<file path="config.mk">
export PLATFORM = sky130hd
export DESIGN_NAME = rational_arithmetic_unit
export DESIGN_NICKNAME = d
export VERILOG_FILES = /design/src/design/rau_pkg.sv /design/src/design/rational_arithmetic_unit.sv /design/src/design/rau_div.sv /design/src/design/rau_dp.sv /design/src/design/rau_ctrl.sv
export SDC_FILE = /design/constraint.sdc
export NUM_CORES = 2
export LEC_CHECK = 0
export BUFFER_PORTS_ARGS = -buffer_cell sky130_fd_sc_hd__buf_4
export CAP_MARGIN = 20
export CORE_MARGIN = 10
export CORE_UTILIZATION = 40
export CTS_CLUSTER_SIZE = 28
export DETAILED_ROUTE_END_ITERATION = 8
export PLACE_DENSITY = 0.53
export SETUP_SLACK_MARGIN = 0.4
export SLEW_MARGIN = 20
export SYNTH_ARGS = -nofsm -noshare
export SYNTH_HDL_FRONTEND = slang
export SYNTH_SLANG_ARGS = --single-unit
</file>
<file path="constraint.sdc">
create_clock -name clk -period 19.6 [get_ports clk]
set_input_delay 1.96 -clock clk [delete_from_list [all_inputs] [get_ports clk]]
set_output_delay 1.96 -clock clk [all_outputs]
set_load 0.03 [all_outputs]
</file>
<file path="src/design/rau_pkg.sv">
// rau_pkg: shared types and constants for the rational arithmetic unit
// used by rau_ctrl, rau_dp, rau_div and rational_arithmetic_unit
`default_nettype none
package rau_pkg;
  localparam int MagW = 64;

  typedef enum logic [1:0] {
    OP_ADD = 2'd0,
    OP_SUB = 2'd1,
    OP_MUL = 2'd2,
    OP_DIV = 2'd3
  } opcode_t;

  // controller to datapath
  typedef struct packed {
    logic load;       // capture operands
    logic mul_start;  // start the three products
    logic combine;    // form signed numerator and denominator
    logic gcd_start;  // start gcd
    logic red_start;  // start the two reducing divisions
    logic finish;     // form the result
  } rau_cmd_t;

  // datapath to controller
  typedef struct packed {
    logic mul_done;
    logic gcd_done;
    logic red_done;
  } rau_sts_t;
endpackage
`default_nettype wire

</file>
<file path="src/design/rational_arithmetic_unit.sv">
// rational_arithmetic_unit: top level, fraction add/sub/mul/div with gcd reduction
// depends on rau_pkg, rau_ctrl, rau_dp (which holds rau_div)
//
// channel | dir | tdata fields (low bit up)                         | tuser
// in_     | in  | left_num[31:0] left_den right_num right_den        | opcode[1:0]
// out_    | out | result_num[31:0] result_den[30:0] overflow          | none
//
// one transaction in flight: three products and control, then one division per euclid
// remainder step, then the two reducing divisions;
// the 64-bit restoring divider (one bit per cycle) sets the pace
// synchronous active-low reset returns the sequencer to idle
// in_tready is low from acceptance until the result transaction is taken
`default_nettype none
module rational_arithmetic_unit
  import rau_pkg::*;
#(
  parameter int WIDTH = 32
) (
  input  wire logic         clk,
  input  wire logic         rst_n,
  input  wire logic         in_tvalid,
  output logic              in_tready,
  input  wire logic [127:0] in_tdata,  // left_num, left_den, right_num, right_den
  input  wire logic [1:0]   in_tuser,  // opcode
  output logic              out_tvalid,
  input  wire logic         out_tready,
  output logic [63:0]       out_tdata  // result_num, result_den, overflow
);
  rau_cmd_t    cmd;
  rau_sts_t    sts;
  logic [31:0] rnum;
  logic [30:0] rden;
  logic        ovf;

  rau_ctrl u_ctrl (
    .clk(clk), .rst_n(rst_n), .in_valid(in_tvalid), .in_ready(in_tready),
    .out_valid(out_tvalid), .out_ready(out_tready), .zero_case(1'b0),
    .cmd(cmd), .sts(sts)
  );

  rau_dp #(.WIDTH(WIDTH)) u_dp (
    .clk(clk), .rst_n(rst_n), .cmd(cmd), .sts(sts), .opcode(in_tuser),
    .left_num(in_tdata[31:0]), .left_den(in_tdata[63:32]),
    .right_num(in_tdata[95:64]), .right_den(in_tdata[127:96]),
    .result_num(rnum), .result_den(rden), .overflow(ovf)
  );

  assign out_tdata = {ovf, rden, rnum};
endmodule
`default_nettype wire

</file>
<file path="src/design/rau_div.sv">
// rau_div: restoring divider, one quotient bit per cycle, 64-bit operands
// depends on rau_pkg
`default_nettype none
module rau_div
  import rau_pkg::*;
(
  input  wire logic            clk,
  input  wire logic            rst_n,
  input  wire logic            start,
  input  wire logic [MagW-1:0] dividend,
  input  wire logic [MagW-1:0] divisor,
  output logic                 done,
  output logic [MagW-1:0]      quot,
  output logic [MagW-1:0]      rem
);
  logic [MagW-1:0] q_r, q_nxt, r_r, r_nxt, d_r, d_nxt;
  logic [6:0]      cnt_r, cnt_nxt;
  logic            busy_r, busy_nxt, done_r, done_nxt;
  logic [MagW:0]   sh;

  always_comb begin
    q_nxt = q_r; r_nxt = r_r; d_nxt = d_r; cnt_nxt = cnt_r;
    busy_nxt = busy_r; done_nxt = 1'b0;
    sh = {r_r, q_r[MagW-1]};
    if (start) begin
      q_nxt = dividend; r_nxt = '0; d_nxt = divisor;
      cnt_nxt = 7'(MagW); busy_nxt = 1'b1;
    end else if (busy_r) begin
      q_nxt = {q_r[MagW-2:0], 1'b0};
      if (sh >= {1'b0, d_r}) begin
        r_nxt = MagW'(sh - {1'b0, d_r});
        q_nxt[0] = 1'b1;
      end else begin
        r_nxt = sh[MagW-1:0];
      end
      cnt_nxt = cnt_r - 7'd1;
      if (cnt_r == 7'd1) begin
        busy_nxt = 1'b0; done_nxt = 1'b1;
      end
    end
  end

  always_ff @(posedge clk) begin
    q_r <= q_nxt; r_r <= r_nxt; d_r <= d_nxt; cnt_r <= cnt_nxt;
    if (!rst_n) begin
      busy_r <= 1'b0; done_r <= 1'b0;
    end else begin
      busy_r <= busy_nxt; done_r <= done_nxt;
    end
  end

  assign done = done_r;
  assign quot = q_r;
  assign rem  = r_r;
endmodule
`default_nettype wire

</file>
<file path="src/design/rau_dp.sv">
// rau_dp: operand registers, 32x32 products, euclid gcd and reduction
// depends on rau_pkg and rau_div
`default_nettype none
module rau_dp
  import rau_pkg::*;
#(
  parameter int WIDTH = 32
) (
  input  wire logic        clk,
  input  wire logic        rst_n,
  input  wire rau_cmd_t    cmd,
  output rau_sts_t         sts,
  input  wire logic [1:0]  opcode,
  input  wire logic [31:0] left_num,
  input  wire logic [31:0] left_den,
  input  wire logic [31:0] right_num,
  input  wire logic [31:0] right_den,
  output logic [31:0]      result_num,
  output logic [30:0]      result_den,
  output logic             overflow
);
  localparam logic [MagW-1:0] Limit = MagW'((64'd1 << (WIDTH - 1)) - 64'd1);

  opcode_t          op_r;
  logic             s_ln_r, s_ld_r, s_rn_r, s_rd_r;
  logic [WIDTH-1:0] m_ln_r, m_ld_r, m_rn_r, m_rd_r;
  logic [MagW-1:0]  pa_r, pb_r, pc_r, n_r, d_r, a_r, b_r, g_r;
  logic             nn_r, nd_r, mul_done_r;
  logic             gbusy_r, gdone_r, gwait_r;
  logic [31:0]      rnum_r;
  logic [30:0]      rden_r;
  logic             ovf_r;

  function automatic logic [WIDTH:0] split(input logic [31:0] raw);
    logic [WIDTH-1:0] v;
    logic             s;
    v = raw[WIDTH-1:0];
    s = v[WIDTH-1];
    return {s, s ? WIDTH'(-v) : v};
  endfunction

  // one 32x32 product per cycle, three products for the set
  // phase 1: ln*rd (ln*rn for multiply), phase 2: ld*rn (ld*rd for multiply),
  // phase 3: ld*rd
  logic [WIDTH-1:0] ma, mb;
  logic [MagW-1:0]  prod;
  logic [1:0]       mph_r;
  always_comb begin
    case (mph_r)
      2'd1: begin
        ma = m_ln_r;
        mb = (op_r == OP_MUL) ? m_rn_r : m_rd_r;
      end
      2'd2: begin
        ma = m_ld_r;
        mb = (op_r == OP_MUL) ? m_rd_r : m_rn_r;
      end
      default: begin
        ma = m_ld_r;
        mb = m_rd_r;
      end
    endcase
  end
  assign prod = MagW'(ma) * MagW'(mb);

  // shared divider: gcd remainders, then two reductions
  logic            dv_start, dv_done;
  logic [MagW-1:0] dv_a, dv_b, dv_q, dv_r;
  logic [1:0]      red_r;
  logic            red_done_r;
  logic [MagW-1:0] qn_r;

  rau_div u_div (
    .clk(clk), .rst_n(rst_n), .start(dv_start), .dividend(dv_a),
    .divisor(dv_b), .done(dv_done), .quot(dv_q), .rem(dv_r)
  );

  always_comb begin
    dv_start = 1'b0; dv_a = a_r; dv_b = b_r;
    if (gbusy_r && !gwait_r && b_r != '0) dv_start = 1'b1;
    if (cmd.red_start) begin
      dv_start = 1'b1; dv_a = n_r; dv_b = g_r;
    end else if (red_r == 2'd1 && dv_done) begin
      dv_start = 1'b1; dv_a = d_r; dv_b = g_r;
    end
  end

  logic [MagW-1:0] sum_a, sum_b;
  logic            sg_a, sg_b;
  always_comb begin
    sum_a = pa_r; sum_b = pb_r;
    sg_a = s_ln_r ^ s_rd_r;
    sg_b = (s_rn_r ^ s_ld_r) ^ (op_r == OP_SUB);
  end

  always_ff @(posedge clk) begin
    if (cmd.load) begin
      op_r <= opcode_t'(opcode);
      {s_ln_r, m_ln_r} <= split(left_num);
      {s_ld_r, m_ld_r} <= split(left_den);
      {s_rn_r, m_rn_r} <= split(right_num);
      {s_rd_r, m_rd_r} <= split(right_den);
    end
    if (mph_r == 2'd1) pa_r <= prod;
    if (mph_r == 2'd2) pb_r <= prod;
    if (mph_r == 2'd3) pc_r <= prod;
    if (cmd.combine) begin
      if (op_r == OP_ADD || op_r == OP_SUB) begin
        if (sg_a == sg_b) begin
          nn_r <= sg_a; n_r <= sum_a + sum_b;
        end else if (sum_a >= sum_b) begin
          nn_r <= sg_a; n_r <= sum_a - sum_b;
        end else begin
          nn_r <= sg_b; n_r <= sum_b - sum_a;
        end
        nd_r <= s_ld_r ^ s_rd_r;
        d_r <= pc_r;
      end else if (op_r == OP_MUL) begin
        nn_r <= s_ln_r ^ s_rn_r; nd_r <= s_ld_r ^ s_rd_r; n_r <= pa_r;
        d_r <= pb_r;
      end else begin
        nn_r <= s_ln_r ^ s_rd_r; nd_r <= s_ld_r ^ s_rn_r; n_r <= pa_r;
        d_r <= pb_r;
      end
    end
    if (cmd.gcd_start) begin
      a_r <= n_r; b_r <= d_r;
    end else if (gbusy_r && gwait_r && dv_done) begin
      a_r <= b_r; b_r <= dv_r;
    end
    if (gbusy_r && b_r == '0 && !gwait_r) g_r <= a_r;
    if (red_r == 2'd1 && dv_done) qn_r <= dv_q;
    if (cmd.finish) begin
      if (d_r == '0) begin
        rnum_r <= '0; rden_r <= '0; ovf_r <= 1'b0;
      end else if (n_r == '0) begin
        rnum_r <= '0; rden_r <= 31'd1; ovf_r <= 1'b0;
      end else if (qn_r > Limit || dv_q > Limit) begin
        rnum_r <= '0; rden_r <= '0; ovf_r <= 1'b1;
      end else begin
        rnum_r <= (nn_r != nd_r) ? 32'(-qn_r) : qn_r[31:0];
        rden_r <= dv_q[30:0];
        ovf_r <= 1'b0;
      end
    end
  end

  always_ff @(posedge clk) begin
    if (!rst_n) begin
      mph_r <= 2'd0; mul_done_r <= 1'b0; gbusy_r <= 1'b0; gdone_r <= 1'b0;
      gwait_r <= 1'b0; red_r <= 2'd0; red_done_r <= 1'b0;
    end else begin
      if (cmd.mul_start) mph_r <= 2'd1;
      else if (mph_r != 2'd0) mph_r <= mph_r + 2'd1;
      mul_done_r <= (mph_r == 2'd3);
      gdone_r <= 1'b0;
      red_done_r <= 1'b0;
      if (cmd.gcd_start) begin
        gbusy_r <= 1'b1; gwait_r <= 1'b0;
      end else if (gbusy_r) begin
        if (!gwait_r) begin
          if (b_r == '0) begin
            gbusy_r <= 1'b0; gdone_r <= 1'b1;
          end else begin
            gwait_r <= 1'b1;
          end
        end else if (dv_done) begin
          gwait_r <= 1'b0;
        end
      end
      if (cmd.red_start) red_r <= 2'd1;
      else if (red_r == 2'd1 && dv_done) red_r <= 2'd2;
      else if (red_r == 2'd2 && dv_done) begin
        red_r <= 2'd0; red_done_r <= 1'b1;
      end
    end
  end

  assign sts.mul_done = mul_done_r;
  assign sts.gcd_done = gdone_r;
  assign sts.red_done = red_done_r;
  assign result_num = rnum_r;
  assign result_den = rden_r;
  assign overflow   = ovf_r;
endmodule
`default_nettype wire

</file>
<file path="src/design/rau_ctrl.sv">
// rau_ctrl: sequencing state machine and output handshake
// depends on rau_pkg
`default_nettype none
module rau_ctrl
  import rau_pkg::*;
(
  input  wire logic clk,
  input  wire logic rst_n,
  input  wire logic in_valid,
  output logic      in_ready,
  output logic      out_valid,
  input  wire logic out_ready,
  input  wire logic zero_case,
  output rau_cmd_t  cmd,
  input  wire rau_sts_t sts
);
  typedef enum logic [2:0] {
    S_IDLE, S_MUL, S_COMB, S_GCD, S_RED, S_FIN, S_OUT
  } state_t;
  state_t state_r;
  logic   go_gcd;

  always_comb begin
    cmd = '0;
    cmd.load      = (state_r == S_IDLE) && in_valid;
    cmd.mul_start = cmd.load;
    cmd.combine   = (state_r == S_MUL) && sts.mul_done;
    go_gcd        = (state_r == S_COMB) && !zero_case;
    cmd.gcd_start = go_gcd;
    cmd.red_start = (state_r == S_GCD) && sts.gcd_done;
    cmd.finish    = (state_r == S_FIN);
  end

  always_ff @(posedge clk) begin
    if (!rst_n) begin
      state_r <= S_IDLE;
    end else begin
      case (state_r)
        S_IDLE: if (in_valid) state_r <= S_MUL;
        S_MUL:  if (sts.mul_done) state_r <= S_COMB;
        S_COMB: state_r <= zero_case ? S_FIN : S_GCD;
        S_GCD:  if (sts.gcd_done) state_r <= S_RED;
        S_RED:  if (sts.red_done) state_r <= S_FIN;
        S_FIN:  state_r <= S_OUT;
        S_OUT:  if (out_ready) state_r <= S_IDLE;
        default: state_r <= S_IDLE;
      endcase
    end
  end

  assign in_ready  = (state_r == S_IDLE);
  assign out_valid = (state_r == S_OUT);

  a_one_side: assert property (@(posedge clk) disable iff (!rst_n)
    !(in_ready && out_valid)) else $error("ready while result pending");
  a_fin_out: assert property (@(posedge clk) disable iff (!rst_n)
    cmd.finish |=> out_valid) else $error("finish without result");
  a_out_hold: assert property (@(posedge clk) disable iff (!rst_n)
    out_valid && !out_ready |=> out_valid) else $error("result dropped");
endmodule
`default_nettype wire

</file>
# Yosys cells after proc, flatten, opt, wreduce, memory -nomap -nowiden
# Cells that the tools add are included.
[word_totals] reg_bits=989 inputBits=134 out_inout_bits=66 elab_cells=184
[op_classes] addsub=11 mul=1 n_lt_le_gt_ge=4 eq_ne=21 n_mux=60 n_bitwise=8 reduce_logical=35
[op_table] cell="$mux 64" count=15
[op_table] cell="$logic_not 64->1" count=3
[op_table] cell="$sub 64x64->64" count=3
[op_table] cell="$neg 32->32" count=5
[op_table] cell="$gt 64x31->1 const B" count=2
[op_table] cell="$mux 32" count=4
[op_table] cell="$mux 31" count=4
[op_table] cell="$ge 65x64->1" count=1
[op_table] cell="$add 64x64->64" count=1
[op_table] cell="$ge 64x64->1" count=1
[op_table] cell="$mul 32x32->64" count=1
[op_table] cell="$pmux 32 s2" count=1
[op_table] cell="$reduce_bool 64->1" count=1
[op_table] cell="$mux 1" count=28
[op_table] cell="$pmux 3 s7" count=1
[op_table] cell="$mux 3" count=5
[op_table] cell="$logic_and 1x1->1" count=11
[op_table] cell="$reduce_bool 2->1" count=5
[op_table] cell="$eq 3x3->1 const B" count=3
[op_table] cell="$reduce_or 3->1" count=3
[op_table] cell="$eq 2x2->1 const B" count=4
[op_table] cell="$ne 2x1->1 const B" count=4
[op_table] cell="$reduce_or 2->1" count=4
[op_table] cell="$eq 7x1->1 const B" count=1
[op_table] cell="18 further kinds" count=29

# Longest topological paths before layout
[depth] word_depth=7 ltp_mapped=39 depth_no_buf=35

# Modules after synthesis
# From an unflattened synthesis, not the netlist that was laid out.
[unflattened] cells_unflattened=8916 hier_area_um2=89108.0
[by_module_without_submodules] mod="rau_dp" n_inst=1 cells_each=7637 area_per_inst_um2=76638.5 seq_area_each_um2=23482.5
[by_module_without_submodules] mod="rau_div" n_inst=1 cells_each=1242 area_per_inst_um2=12174.2 seq_area_each_um2=5305.1
[by_module_without_submodules] mod="rau_ctrl" n_inst=1 cells_each=35 area_per_inst_um2=284.0 seq_area_each_um2=60.1
[by_module_without_submodules] mod="rational_arithmetic_unit" n_inst=1 cells_each=2 area_per_inst_um2=11.3 seq_area_each_um2=0.0

# Worst setup path before layout
# Ideal clock, no wire load.
[synth_timing] path_type="register to register" start="register u_ctrl.state_r[0]" end="register u_dp.d_r[0] (enable)" setup_time_ns=0.941 arrival_time_ns=12.872 required_ns=18.659 path_slack_ns=5.788 stages_incl_launch_ff=3 path_buffers=1 period_less_slack_ns=13.812 path_cell_list="dfxtp_1 > clkbuf_1 > nor4bb_1"
[synth_rtl] item="from (decl)" line="rau_ctrl.sv:20" source="state_t state_r;"
[synth_rtl] item="from (signal assigned)" line="rau_ctrl.sv:41" source="S_COMB: state_r <= zero_case ? S_FIN : S_GCD;"
[synth_rtl] item="to (signal assigned)" line="rau_dp.sv:117" source="d_r <= pc_r;"
[synth_rtl] item="to (signal assigned)" line="rau_dp.sv:120" source="d_r <= pb_r;"
[synth_rtl] item="to (signal assigned)" line="rau_dp.sv:123" source="d_r <= pb_r;"
[synth_rtl] item="to (decl)" line="rau_dp.sv:27" source="logic [MagW-1:0] pa_r, pb_r, pc_r, n_r, d_r, a_r, b_r, g_r;"

# Final worst setup path
[layout_timing] start="register u_dp.mph_r[1]" end="register u_dp.pa_r[58], data pin"
[layout_between] elab_chain_len=3 elab_cells_between_ends=5 classes_between="1 x mul; 2 x eq/ne; 2 x mux"
[layout_lines] item="from (decl)" line="rau_dp.sv:47" source="logic [1:0] mph_r;"
[layout_lines] item="from (signal assigned)" line="rau_dp.sv:154" source="else if (mph_r != 2'd0) mph_r <= mph_r + 2'd1;"
[layout_lines] item="$eq 2x2->1 or $eq 2x1->1 (tied branches)" line="rau_dp.sv:49" source="case (mph_r)"
[layout_lines] item="$pmux 32 s2 or $mux 32 (tied branches)" line="rau_dp.sv:49"
[layout_lines] item="$mul 32x32->64 *" line="rau_dp.sv:64" source="assign prod = MagW'(ma) * MagW'(mb);"
[layout_lines] item="named net u_dp.prod[58]" line="rau_dp.sv:46" source="logic [MagW-1:0] prod;"
[layout_lines] item="to (signal assigned)" line="rau_dp.sv:104" source="if (mph_r == 2'd1) pa_r <= prod;"
[layout_lines] item="to (decl)" line="rau_dp.sv:27"
# Mark *: on every way through the listed nets, which the timed path passes. The rest lies on a longest branch.
# A chain may end at the register's enable or synchronous reset.

==> results.md <==
* Layout area overhead at 9.43%
* Worst-path maximum fanout at 60
* Routed Antenna Nets at 0
* Grt ovf at 0
* Layout cells sized above 1 at 8.10%
* Clock tree from TritonCTS: yes
* Slowest CP cell: a22o_1
* Synth Register Bits at around 990
* First-pass GRT wire length at 486 mm
* Row cnt at 172
* Slew @ Worst Pin at 1.31 ns
* CP endpoint kind: flip-flop
* Top-Level Pins at 200
* GR Util All Layers at 26.9%
* GPL Wtd Cong at 1.02
* Post-CTS Setup Bufs at 0
* Via count at 70,600
* Gate Count Post-Synth at 9,320
* Clk Latency, worst-skew pair at approximately 0.85 ns
* Vias per Instance at 5.72
* Syn Area/Cell at 9.48 um2
* Final Hold Fails at 0
* Core area at 220,000 um2
* Antenna violations before repair at 29
* Setup_tns at 0 ns
* Die height at 490 um
* Vias in the first global route at 70,600
* Req. time, crit path at 20.10 ns
* CTS Root Cell: clkbuf_16
* Clk slew on worst S/H paths at 0.07 ns
* HP Class: reg -> reg
* Ys flop type: edfxtp_1
* Kind of critical path: reg -> reg
* Hold Buf Count CTS at 0
* Cells resized by post-CTS repair at 0
* Die X at 490 um
* H-tree depth at 3
* Syn nets at 10,900
* Drt drc at 0
* Period utilization at 58.4%
* Critical Path AT at 11.94 ns
* Final HPWL DP at 262 mm
* Clk sink count at 989
* Post-synthesis sequential area ratio at 32.6%
* WL/cell at 27.1 um
* IO buf count at 199
* Synthesis Warnings at 0
* Maximum clock path buffer count at 3
* Initial Util at roughly two fifths
* Largest stage delay on the critical path at ~0.99 ns
* Max transition margin at 11.5%
* Inserted Clock Buffers at 113
* Max Slew Vio Count at 0
* Detailed-route wire length at 334 mm
* DRT Pass-1 Iters at 9
* Setup violators final at 0
* Worst Skew at roughly 0.11 ns
* DIE AREA at 240,000 um2
* Max-cap violations at 0
* EDFF count, synth at 904
* Post-route minimum period at 11.44 ns
* Most frequent CP cell: fa_1
* RSZ-0062 raised after global routing: no
* Nets at about 11,000
* Status: complete, no violations
* Iter 0 DRT Violations at 7,226
* Unique masters post-synth at 84
* Fmax at 0.0874 GHz
* Async set or reset register ratio after synthesis at 0%
* Startpoint types: flip-flop
* Mapped Area at 88,400 um2
* Largest net degree at the start of global routing at roughly 170
* Filler Cell Count at 21,400
-- layout by cell type (no fill, tap or decap), types with 20 or more instances in the layout --
master and n:
a211oi_1 33, a21o_1 94, a21oi_1 541, a22o_1 25, a22oi_1 21, a31oi_1 47, and2_1 49, and3_1 25
buf_4 328, clkbuf_16 113, clkinv_1 30, dfxtp_1 84, edfxtp_1 904, fa_1 900, ha_1 525, inv_1 1154
mux2_2 153, mux2i_1 39, mux2i_2 21, nand2_1 1355, nand2b_1 44, nand3_1 140, nand4_1 97, nor2_1 903
nor2b_1 42, nor3_1 85, nor4_1 108, o211ai_1 44, o21a_1 37, o21ai_0 518, o21bai_1 79, o31ai_1 74
o41ai_1 23, or2_2 20, or3_1 52, xnor2_1 272, xor2_1 63
-- kinds of logic (layout without fill, tap and decap cells) --
kind of cell             Yosys count  count (layout)  share of synthesized area [%]
AO/OA/AOI/OAI                   1698            1698                           11.6
XOR/XNOR                         339             339                           3.36
adder cells (fa/ha/maj)         1428            1428                           27.9
buffers and inverters           1639            1697                           7.02
flip-flops                       989             989                           32.6
multiplexers                     228             228                           2.81
other                              0               5                              0
AND/OR/NAND/NOR                 2999            2999                           14.7
-- cell usage after synthesis (all sizes together), types with 87 or more instances --
library cell	n	area, um2
nor4	109	697
ha	528	6610
clkbuf	427	1600
nand2	1359	5100
nand4	98	619
fa	900	18000
xnor2	275	2410
nand3	140	701
mux2	163	1840
edfxtp	904	27100
nor2	906	3400
nor3	87	435
a21o	94	706
a21oi	541	2710
inv	1156	4340
o21ai	527	2640
-- metrics by stage --
stage	util [%]	instance area, um2	hold slack [ns]	worst slack [ns]	instances
final	44.0	96700	0.445	8.16	12300
after global routing	44.0	96700	0.451	7.85	12300
after CTS	44.0	96600	0.446	8.19	12300
after detailed placement	42.3	93000	0.432	8.24	12100
after global placement	42.3	93000	0.431	8.45	12100
after floorplan	-	88400	0.419	5.79	9320
-- cell type report --
type                       count  area (um2)  area share, %
timing repair buffer         330        2510           2.60
antenna                        5        12.5         0.0129
tap                         2958        3700           3.83
multi-input combinational   6692       53700           55.5
sequential                   989       28900           29.8
clock inverter                79         703          0.727
inverter                    1156        4340           4.49
clock buffer                 132        2910           3.01
-- path summary, 6_finish.rpt --
| check | start | end | slack [ns] | cells after the start |
|---|---|---|---|---|
| worst min register to register | u_dp.a_r[63] | u_dp.g_r[63] | 0.45 | 0 |
| worst max register to register | u_dp.mph_r[1] | u_dp.pa_r[58] | 8.16 | 29 |
| worst min-delay path | u_dp.a_r[63] | u_dp.g_r[63] | 0.45 | 0 |
| worst max-delay path | u_dp.mph_r[1] | u_dp.pa_r[58] | 8.16 | 29 |
-- critical path: cells and delay by family, from the launching register on --
kind,cells,cell delay [ns]
fa+ha+maj,10,5.00
compound gates,6,2.48
flops,1,0.35
xor+xnor,1,0.40
mux,1,0.26
simple gates,6,1.70
buf+inv,5,0.86
-- per-layer routing --
| metal | vias to the layer above | GRT usage, % | wire, um |
|---|---|---|---|
| li1 | 31100 | - | - |
| met3 | 636 | 4.94 | 28000 |
| met1 | 35700 | 36.0 | 137000 |
| met2 | 3144 | 42.8 | 151000 |
| met4 | 16 | 11.2 | 17000 |
| met5 | - | 0 | 109 |
-- state kept, by name, summed over array words and instances (netlist names), 3 cells and up --
name / flops
u_ctrl.state_r: 3
u_dp.n_r: 64
u_dp.m_ld_r: 32
u_dp.d_r: 64
u_dp.result_den: 31
u_dp.qn_r: 64
u_dp.u_div.d_r: 64
u_dp.pb_r: 64
u_dp.pa_r: 64
u_dp.u_div.cnt_r: 7
u_dp.g_r: 64
u_dp.pc_r: 64
u_dp.result_num: 32
u_dp.m_rn_r: 32
u_dp.m_rd_r: 32
u_dp.a_r: 64
u_dp.u_div.rem: 64
u_dp.u_div.quot: 64
u_dp.b_r: 64
u_dp.m_ln_r: 32
Power is not shown: default switching activity piles up to over one toggle a cycle in this logic, so the estimate is an artifact.
